==> config.mk <==
export PLATFORM = sky130hd
export DESIGN_NAME = babybear_ntt_butterfly_alu_core
export DESIGN_NICKNAME = d
export VERILOG_FILES = /design/src/rtl/bbntt_pkg.sv /design/src/rtl/bbntt_front.sv /design/src/rtl/bbntt_mont.sv /design/src/rtl/bbntt_post.sv /design/src/rtl/babybear_ntt_butterfly_alu_core.sv
export VERILOG_INCLUDE_DIRS = /design/src /design/src/rtl
export SDC_FILE = /design/constraint.sdc
export NUM_CORES = 2
export LEC_CHECK = 0
export ABC_CLOCK_PERIOD_IN_PS = 7300
export BUFFER_PORTS_ARGS = -buffer_cell sky130_fd_sc_hd__buf_2
export CORE_ASPECT_RATIO = 2
export CORE_MARGIN = 2
export CORE_UTILIZATION = 40
export DETAILED_ROUTE_END_ITERATION = 8
export SYNTH_ARGS = -nofsm -noshare
export SYNTH_HDL_FRONTEND = slang
export SYNTH_SLANG_ARGS = --single-unit
==> constraint.sdc <==
create_clock -name clk_i -period 7.3 [get_ports clk_i]
set_input_delay 1.46 -clock clk_i [delete_from_list [all_inputs] [get_ports clk_i]]
set_output_delay 1.46 -clock clk_i [all_outputs]
set_load 0.02 [all_outputs]
==> src/rtl/babybear_ntt_butterfly_alu_core_macros.svh <==
// Assertion macros shared by the BabyBear arithmetic core.
`ifndef BABYBEAR_NTT_BUTTERFLY_ALU_CORE_MACROS_SVH
`define BABYBEAR_NTT_BUTTERFLY_ALU_CORE_MACROS_SVH

// Check a plain property on the rising clock edge, off while in reset.
`define BBNTT_ASSERT(name, clk, rst_n, prop, msg) \
  name: assert property (@(posedge clk) disable iff (!(rst_n)) (prop)) \
    else $error(msg);

// Check that an antecedent implies a consequent in the same cycle.
`define BBNTT_ASSERT_IMP(name, clk, rst_n, ante, cons, msg) \
  name: assert property (@(posedge clk) disable iff (!(rst_n)) (ante) |-> (cons)) \
    else $error(msg);

`endif

==> src/rtl/bbntt_pkg.sv <==
// Types, constants and field helpers for the BabyBear arithmetic core.
package bbntt_pkg;

  localparam int unsigned WordW = 31;
  localparam int unsigned ExtW  = WordW + 1;
  localparam int unsigned RedW  = 32;
  localparam int unsigned ProdW = 2 * WordW;
  localparam int unsigned PhW   = ProdW - RedW;
  localparam int unsigned QpW   = RedW + WordW;
  localparam int unsigned LatCycles = 6;

  localparam logic [ExtW-1:0] Modulus = 32'd2013265921;
  localparam logic [RedW-1:0] MontInv = 32'd2281701377;

  typedef logic [WordW-1:0] word_t;

  typedef enum logic [1:0] {
    OP_BFLY = 2'd0,
    OP_MMUL = 2'd1,
    OP_ADD  = 2'd2,
    OP_SUB  = 2'd3
  } op_e;

  typedef struct packed {
    op_e   op;
    word_t a;
    word_t b;
    logic  last;
  } side_t;

  // Fold any 31-bit value into [0, p): one subtract suffices as 2^31 - 1 < 2p.
  function automatic word_t canon(word_t v);
    logic [ExtW-1:0] w;
    w = {1'b0, v};
    if (w >= Modulus) begin
      w = w - Modulus;
    end
    return w[WordW-1:0];
  endfunction

  function automatic word_t mod_add(word_t a, word_t b);
    logic [ExtW-1:0] s;
    s = {1'b0, a} + {1'b0, b};
    if (s >= Modulus) begin
      s = s - Modulus;
    end
    return s[WordW-1:0];
  endfunction

  function automatic word_t mod_sub(word_t a, word_t b);
    logic [ExtW-1:0] d;
    if (a >= b) begin
      d = {1'b0, a} - {1'b0, b};
    end else begin
      d = {1'b0, a} + Modulus - {1'b0, b};
    end
    return d[WordW-1:0];
  endfunction

endpackage

==> src/rtl/bbntt_front.sv <==
// Input stage: fold operands to canonical form and pick the multiplier operands.
module bbntt_front (
  input  logic                 clk_i,
  input  logic                 rst_ni,
  input  logic                 start_i,
  input  logic [1:0]           req_type_i,
  input  bbntt_pkg::word_t     op_a_i,
  input  bbntt_pkg::word_t     op_b_i,
  input  bbntt_pkg::word_t     twiddle_i,
  input  logic                 last_in_i,
  output logic                 valid_o,
  output bbntt_pkg::word_t     mul_x_o,
  output bbntt_pkg::word_t     mul_y_o,
  output bbntt_pkg::side_t     side_o
);
  import bbntt_pkg::*;

  word_t a_c, b_c, tw_c;
  op_e   op_c;
  logic  valid_q;
  word_t x_d, y_d, x_q, y_q;
  side_t side_d, side_q;

  always_comb begin
    a_c  = canon(op_a_i);
    b_c  = canon(op_b_i);
    tw_c = canon(twiddle_i);
    op_c = op_e'(req_type_i);
    // butterfly multiplies b by the twiddle, Montgomery multiply takes a by b
    if (op_c == OP_BFLY) begin
      x_d = b_c;
      y_d = tw_c;
    end else begin
      x_d = a_c;
      y_d = b_c;
    end
    side_d.op   = op_c;
    side_d.a    = a_c;
    side_d.b    = b_c;
    side_d.last = last_in_i;
  end

  always_ff @(posedge clk_i or negedge rst_ni) begin
    if (!rst_ni) begin
      valid_q <= 1'b0;
    end else begin
      valid_q <= start_i;
    end
  end

  always_ff @(posedge clk_i) begin
    x_q    <= x_d;
    y_q    <= y_d;
    side_q <= side_d;
  end

  assign valid_o = valid_q;
  assign mul_x_o = x_q;
  assign mul_y_o = y_q;
  assign side_o  = side_q;

endmodule

==> src/rtl/bbntt_mont.sv <==
// Four-stage Montgomery multiplier: product, quotient, quotient times p, fix-up.
`include "babybear_ntt_butterfly_alu_core_macros.svh"

module bbntt_mont (
  input  logic                 clk_i,
  input  logic                 rst_ni,
  input  logic                 valid_i,
  input  bbntt_pkg::word_t     mul_x_i,
  input  bbntt_pkg::word_t     mul_y_i,
  input  bbntt_pkg::side_t     side_i,
  output logic                 valid_o,
  output bbntt_pkg::word_t     t_o,
  output bbntt_pkg::side_t     side_o
);
  import bbntt_pkg::*;

  logic [3:0] valid_q;
  side_t      side1_q, side2_q, side3_q, side4_q;

  logic [ProdW-1:0] prod_q;
  logic [RedW-1:0]  q_d, q_q;
  logic [PhW-1:0]   ph2_q, ph3_q;
  logic [QpW-1:0]   qp;
  word_t            qh_q;
  word_t            t_d, t_q;

  always_comb begin
    // only the low half of the product feeds the quotient
    q_d = prod_q[RedW-1:0] * MontInv;
    qp  = QpW'(q_q) * QpW'(Modulus[WordW-1:0]);
    // low halves of prod and q*p cancel, leaving the high-half difference
    t_d = mod_sub(WordW'(ph3_q), qh_q);
  end

  always_ff @(posedge clk_i or negedge rst_ni) begin
    if (!rst_ni) begin
      valid_q <= '0;
    end else begin
      valid_q <= {valid_q[2:0], valid_i};
    end
  end

  always_ff @(posedge clk_i) begin
    prod_q  <= ProdW'(mul_x_i) * ProdW'(mul_y_i);
    side1_q <= side_i;
    q_q     <= q_d;
    ph2_q   <= prod_q[ProdW-1:RedW];
    side2_q <= side1_q;
    qh_q    <= qp[QpW-1:RedW];
    ph3_q   <= ph2_q;
    side3_q <= side2_q;
    t_q     <= t_d;
    side4_q <= side3_q;
  end

  assign valid_o = valid_q[3];
  assign t_o     = t_q;
  assign side_o  = side4_q;

  `BBNTT_ASSERT_IMP(a_mont_canon, clk_i, rst_ni, valid_o, ({1'b0, t_o} < Modulus),
                    "Montgomery product not below p")
  `BBNTT_ASSERT_IMP(a_mont_fill, clk_i, rst_ni, valid_o, $past(valid_i, 4),
                    "Montgomery result without an entering beat")

endmodule

==> src/rtl/bbntt_post.sv <==
// Output stage: combine the Montgomery result with a, pass it on, or do plain add and subtract.
module bbntt_post (
  input  logic                 clk_i,
  input  logic                 rst_ni,
  input  logic                 valid_i,
  input  bbntt_pkg::word_t     t_i,
  input  bbntt_pkg::side_t     side_i,
  output logic                 res_valid_o,
  output bbntt_pkg::word_t     res_first_o,
  output bbntt_pkg::word_t     res_second_o,
  output logic                 last_out_o
);
  import bbntt_pkg::*;

  logic  valid_q;
  word_t first_d, second_d, first_q, second_q;
  logic  last_q;

  always_comb begin
    second_d = '0;
    case (side_i.op)
      OP_BFLY: begin
        first_d  = mod_add(side_i.a, t_i);
        second_d = mod_sub(side_i.a, t_i);
      end
      OP_MMUL: begin
        first_d = t_i;
      end
      OP_ADD: begin
        first_d = mod_add(side_i.a, side_i.b);
      end
      OP_SUB: begin
        first_d = mod_sub(side_i.a, side_i.b);
      end
      default: begin
        first_d = '0;
      end
    endcase
  end

  always_ff @(posedge clk_i or negedge rst_ni) begin
    if (!rst_ni) begin
      valid_q <= 1'b0;
    end else begin
      valid_q <= valid_i;
    end
  end

  always_ff @(posedge clk_i) begin
    first_q  <= first_d;
    second_q <= second_d;
    last_q   <= side_i.last;
  end

  assign res_valid_o  = valid_q;
  assign res_first_o  = first_q;
  assign res_second_o = second_q;
  assign last_out_o   = last_q;

endmodule

==> src/rtl/babybear_ntt_butterfly_alu_core.sv <==
// Top level of the BabyBear butterfly and field arithmetic core.
//
//   channel   handshake                  payload
//   request   start_i, busy_o            req_type_i, op_a_i, op_b_i, twiddle_i, last_in_i
//   result    res_valid_o (one cycle)    res_first_o, res_second_o, last_out_o
//
// A beat may enter every cycle.
// The depth is set by the Montgomery multiplier: product, quotient, quotient
// times p and fix-up each take one register stage, between an input and an
// output stage. busy_o stays low: nothing stalls inside the pipeline, and the
// receiver cannot hold a result off.
// Reset clears the valid bits only; no beat is in flight afterwards.
`include "babybear_ntt_butterfly_alu_core_macros.svh"

module babybear_ntt_butterfly_alu_core (
  input  logic                 clk_i,
  input  logic                 rst_ni,
  input  logic                 start_i,
  output logic                 busy_o,
  input  logic [1:0]           req_type_i,
  input  bbntt_pkg::word_t     op_a_i,
  input  bbntt_pkg::word_t     op_b_i,
  input  bbntt_pkg::word_t     twiddle_i,
  input  logic                 last_in_i,
  output logic                 res_valid_o,
  output bbntt_pkg::word_t     res_first_o,
  output bbntt_pkg::word_t     res_second_o,
  output logic                 last_out_o
);
  import bbntt_pkg::*;

  logic  front_valid, mont_valid;
  word_t mul_x, mul_y, mont_t;
  side_t front_side, mont_side;

  assign busy_o = 1'b0;

  bbntt_front u_front (
    .clk_i      (clk_i),
    .rst_ni     (rst_ni),
    .start_i    (start_i),
    .req_type_i (req_type_i),
    .op_a_i     (op_a_i),
    .op_b_i     (op_b_i),
    .twiddle_i  (twiddle_i),
    .last_in_i  (last_in_i),
    .valid_o    (front_valid),
    .mul_x_o    (mul_x),
    .mul_y_o    (mul_y),
    .side_o     (front_side)
  );

  bbntt_mont u_mont (
    .clk_i   (clk_i),
    .rst_ni  (rst_ni),
    .valid_i (front_valid),
    .mul_x_i (mul_x),
    .mul_y_i (mul_y),
    .side_i  (front_side),
    .valid_o (mont_valid),
    .t_o     (mont_t),
    .side_o  (mont_side)
  );

  bbntt_post u_post (
    .clk_i        (clk_i),
    .rst_ni       (rst_ni),
    .valid_i      (mont_valid),
    .t_i          (mont_t),
    .side_i       (mont_side),
    .res_valid_o  (res_valid_o),
    .res_first_o  (res_first_o),
    .res_second_o (res_second_o),
    .last_out_o   (last_out_o)
  );

  `BBNTT_ASSERT_IMP(a_res_canon, clk_i, rst_ni, res_valid_o,
                    (({1'b0, res_first_o} < Modulus) && ({1'b0, res_second_o} < Modulus)),
                    "result not a canonical residue")
  `BBNTT_ASSERT_IMP(a_res_sourced, clk_i, rst_ni, res_valid_o, $past(start_i, LatCycles),
                    "result beat without a request")
  `BBNTT_ASSERT(a_req_delivered, clk_i, rst_ni, start_i |-> ##LatCycles res_valid_o,
                "request beat lost in the pipeline")

endmodule

* Yosys cells after proc, flatten, opt, wreduce, memory -nomap -nowiden
Index checks and enable logic that the tools add are counted.
** Cells by class
- $add $sub $neg :: 15
- $mul :: 3
- Order comparisons :: 8
- Eq/ne operators :: 3
- Multiplexer cells :: 11
- Reduce and logical (&&, ||, !) cells :: 2
** Operator list (number)
- $mux W31 :: 10
- $sub A31 B31 Y31 :: 5
- $sub A31 B31 Y31 const B :: 5
- $pmux W31 S4 :: 1
- $ge A31 B31 Y1 const B :: 3
- $add A31 B31 Y32 :: 2
- $ge A32 B31 Y1 const B :: 2
- $mul A32 B31 Y63 const B :: 1
- $ge A31 B31 Y1 :: 2
- $mul A31 B31 Y62 :: 1
- $mul A32 B32 Y32 const B :: 1
- $add A30 B31 Y31 const B :: 1
- $add A31 B31 Y31 const B :: 1
- $ge A30 B31 Y1 :: 1
- $sub A30 B31 Y31 :: 1
- $eq A2 B2 Y1 const B :: 2
- $logic_not A2 Y1 :: 2
- $eq A2 B1 Y1 const B :: 1
** Storage, ports and cells
- Register bits after elaboration :: 672
- Input bits :: 99
- Output and inout port bits :: 65
- Logic and storage cells :: 76

* Longest topological paths before layout
- Depth after elaboration :: 4
- Mapped depth :: 31
- Gate-level depth less buffers :: 30

* By module
A second synthesis with hierarchy kept.
** Unflattened totals
- Cells, all modules :: 7770
- Area, all modules :: 71036.9 um2
** Modules (own cells, without submodules)
- bbntt_mont :: times used 1, cells each 4976, area each 50031.7 um2, sequential area each 9629.2 um2
- bbntt_post :: times used 1, cells each 2181, area each 15324.7 um2, sequential area each 1286.2 um2
- bbntt_front :: times used 1, cells each 611, area each 5669.2 um2, sequential area each 2567.5 um2
- babybear_ntt_butterfly_alu_core :: times used 1, cells each 2, area each 11.3 um2, sequential area each 0.0 um2

* Worst setup path before layout
OpenSTA, ideal clock, no wires.
- Path kind :: flip-flop to flip-flop
- Start point :: register u_front.y_q[7], in the netlist u_front.mul_y_o[7]
- End point :: register u_mont.prod_q[61]
- Library setup time :: 121 ps
- Arrival time :: 7844 ps
- Required time :: 7179 ps
- Path slack :: -664 ps
- Cell stages (with the launch flop) :: 27
- Period minus slack after synthesis :: 7964 ps
- Cells stage by stage :: dfxtp_1 clkbuf_1 nand2_1 fa_1 inv_1 fa_1 inv_1 fa_1 inv_1 fa_1 fa_1 fa_1 fa_1 fa_1 ha_1 nand2_1 nor2_1 nand3_1 a2111oi_0 nor4_1 o31ai_1 a311oi_1 o41ai_1 a311o_1 a221o_1 a21oi_1 xnor2_1
** Between the ends
- Cells in the longest elaborated chain, start to end :: 1
** RTL lines
- from (decl) :: RTL line bbntt_front.sv:21 : word_t x_d, y_d, x_q, y_q;
- from (signal assigned) :: RTL line bbntt_front.sv:53 : y_q <= y_d;
- $mul A31 B31 Y62 :: RTL line bbntt_mont.sv:44 : prod_q <= ProdW'(mul_x_i) * ProdW'(mul_y_i);
- to (signal assigned) :: RTL line bbntt_mont.sv:44
- to (decl) :: RTL line bbntt_mont.sv:20 : logic [ProdW-1:0] prod_q;
No other way between the ends.
A chain may end at the register's enable or synchronous reset.

* Final worst setup path
- Start point :: register u_front.x_q[6], in the netlist u_front.mul_x_o[6]
- End point :: register u_mont.prod_q[60]
** Between the ends
- Cells in the longest elaborated chain, start to end :: 1
** RTL lines
- from (decl) :: RTL line bbntt_front.sv:21
- from (signal assigned) :: RTL line bbntt_front.sv:52 : x_q <= x_d;
- $mul A31 B31 Y62 :: RTL line bbntt_mont.sv:44
No other way between the ends.

==> results.txt <==
status = finished with violations
failing checks = setup timing
Antenna Nets Post-Route = 0
Critical Path Source = u_front.mul_x_o[6]
skew final = 65.65 ps
Clock transition at path regs = 90 ps
FF-to-FF setup slack = -490 ps
Max Cap Viol = 0
clk root buf = clkbuf_16
Worst Setup End Kind = flip-flop
commonest non-fill, non-tap cells in the layout = inv_1 (1091), fa_1 (890), ha_1 (732), nand2_1 (686), dfxtp_1 (636)
dpl ws = -729.6 ps
vias in the first global route = 53870
dpl cells = 10060
Min Clock Period, post-route = 7787 ps
htree depth = 2
crit path launch type = flip-flop
CTS Sinks = 672
slew margin rel. = 0.1073
crit path capture = u_mont.prod_q[60]
DP HPWL = 167400 um
CTS Buffer Depth = 3
RSZ-0062 raised after global routing = true
most frequent CP cell = fa_1
Worst Path Max Fanout = 2
part of the cycle the worst path needs = 1.067
fin cells = 10230
DRT iter0 DRCs = 3455
Async SR Flop Fraction = 0.008929
DP Area = 0.07547 mm2
Worst Path Arrival = 8390 ps
fin nets = 9664
kind of critical path = reg -> reg
sequential fraction of the synthesis area = 0.1948
r2r endpoint = u_mont.prod_q[60]
Synth Net Count = 9309
drt total wl = 196800 um
I/O pin count = 164
Row Count = 216
routability-driven placement congestion ratio = 0.9427
Final WS setup = -487.4 ps
Clk Latency, worst-skew pair = 690 ps
Largest stage delay, worst path = 600 ps
Cell Area, Synth = 0.06922 mm2
GRT Overall Usage = 0.2208
initial core utilization = 0.4014
Port Buffers = 162
Yosys cell types = 102
fin area = 0.07924 mm2
Worst Path Required = 7900 ps
first-pass GRT wire length = 305600 um
FMAX = 128.4 MHz
CTS Buf Count = 61
initial antenna violation count = 10
worst hold path class = reg -> reg
Post-Syn Area per Cell = 9.197 um2
die footprint = 0.1766 mm2
Max Slew Vio Count = 0
total overflow reported by the global router = 0
largest net degree at the start of global routing = 63
worst r2r src = u_front.mul_x_o[6]
share of cells above drive strength 1 = 0.1282
Slew @ Worst Pin = 1339 ps
Post-route DRC = 0
register bit total from synthesis = 672
Vias = 52820
Syn Inst Count = 7526
Post-synth EDFFs = 0
warnings from Yosys = 0
worst r2r path cells = 29
Hold Vio Cnt, Final = 0
via/cell ratio = 5.162
commonest non-fill, non-tap cell in the layout = inv_1
Setup-failing EPs final = 17
DR pass1 iterations = 8
die width = 298.2 um
slowest cell on the critical path = fa_1
Die Y = 592.3 um
Hold Buf Count CTS = 0
Primary FF master, synth = dfxtp_1
CTS tree = built
area delta synth->final = 14.47%
wire per inst = 19.24 um
core footprint = 0.1724 mm2
worst max-delay path, delay by kind of cell, from the launching register on:
family,cells,cell delay [ps]
buffers and inverters,7,580
flip-flops,1,360
adder cells (fa/ha/maj),9,4390
AO/OA/AOI/OAI,10,2020
AND/OR/NAND/NOR,2,250
XOR/XNOR,1,140
registers in the layout, summed over array words and instances (netlist names):
signal and count:
u_mont.valid_q 4, u_mont.qh_q 31, u_front.mul_x_o 31, u_front.valid_o 1, u_mont.side3_q 65, u_mont.side2_q 65
u_mont.side1_q 65, u_post.last_out_o 1, u_mont.prod_q 62, u_mont.t_o 31, u_post.res_valid_o 1, u_mont.ph2_q 30
u_mont.q_q 32, u_front.mul_y_o 31, u_mont.side_o 65, u_mont.ph3_q 30, u_front.side_o 65, u_post.res_second_o 31
u_post.res_first_o 31
logic make-up (layout without fill, tap and decap cells):
kind of cell               after synthesis  count (layout)  synth area share
adders and majority gates             1684            1684            0.4053
AOI/OAI and AO/OA                     1084            1084            0.1026
xor gates and xnor gates               415             415           0.05262
buffers and inverters                 1434            1841           0.07876
muxes                                   42              42          0.006326
DFF                                    672             672            0.1948
other                                    1              11        0.00005417
and+or+nand+nor                       2194            2194            0.1596
worst min path at each step:
stage | start | depth (start not counted) | end | slack (ps)
after detailed placement | u_mont.prod_q[50] | 0 | u_mont.ph2_q[18] | 310
after floorplan | u_mont.prod_q[32] | 0 | u_mont.ph2_q[0] | 310
after global placement | u_mont.prod_q[53] | 0 | u_mont.ph2_q[21] | 310
after CTS | u_mont.side2_q[27] | 0 | u_mont.side3_q[27] | 270
after global routing | u_mont.prod_q[42] | 0 | u_mont.ph2_q[10] | 290
final | u_mont.side2_q[27] | 0 | u_mont.side3_q[27] | 290
layer usage:
layer | share of wire | GRT usage | routed length (um) | up-vias
met1 | 0.44 | 0.3008 | 86540 | 26050
met3 | 0.057 | 0.02064 | 11140 | 262
met2 | 0.46 | 0.3634 | 90060 | 1522
li1 | - | - | - | 24980
met5 | 0.000066 | 0 | 13 | -
met4 | 0.046 | 0.08441 | 9081 | 2
per-stage QoR:
| stage | hold WS, ps | utilization | TNS, ps |
|---|---|---|---|
| after floorplan | 309.6 | - | -145.3 |
| after global placement | 310.5 | 0.4377 | -6286 |
| after detailed placement | 312.1 | 0.4377 | -7501 |
| after CTS | 274.0 | 0.4559 | -3981 |
| after global routing | 291.8 | 0.4595 | -8965 |
| final | 288.1 | 0.4596 | -4373 |
synthesized netlist by cell type (all sizes together), types with 60 or more instances:
cell type  number  area share
clkbuf        275       0.015
a21o           95       0.010
nand2         696       0.038
xor2          125       0.016
xnor2         290       0.037
inv          1125       0.061
o21ai         183       0.013
nor3          109      0.0084
and2          513       0.046
fa            930        0.27
nor2          391       0.021
dfxtp         666        0.19
ha            754        0.14
a21oi         346       0.025
nor2b          60      0.0054
nand3          87      0.0064
cell type report:
class	count	area, um2
fill	16800	93190
tap	2289	2864
sequential	672	13560
inverter	1126	4227
antenna	10	25.02
multi-input combinational	5420	51350
timing repair buffer	600	5036
clock inverter	38	484.2
clock buffer	77	1697
what timing repair did:
item	in CTS	in global routing
endpoints found under the setup margin	22	28
gates cloned	3	0
buffers inserted	33	24
pin swaps	87	130
resized for setup	187	126
Power is not shown: default switching activity piles up to over one toggle a cycle in this logic, so the estimate is an artifact.
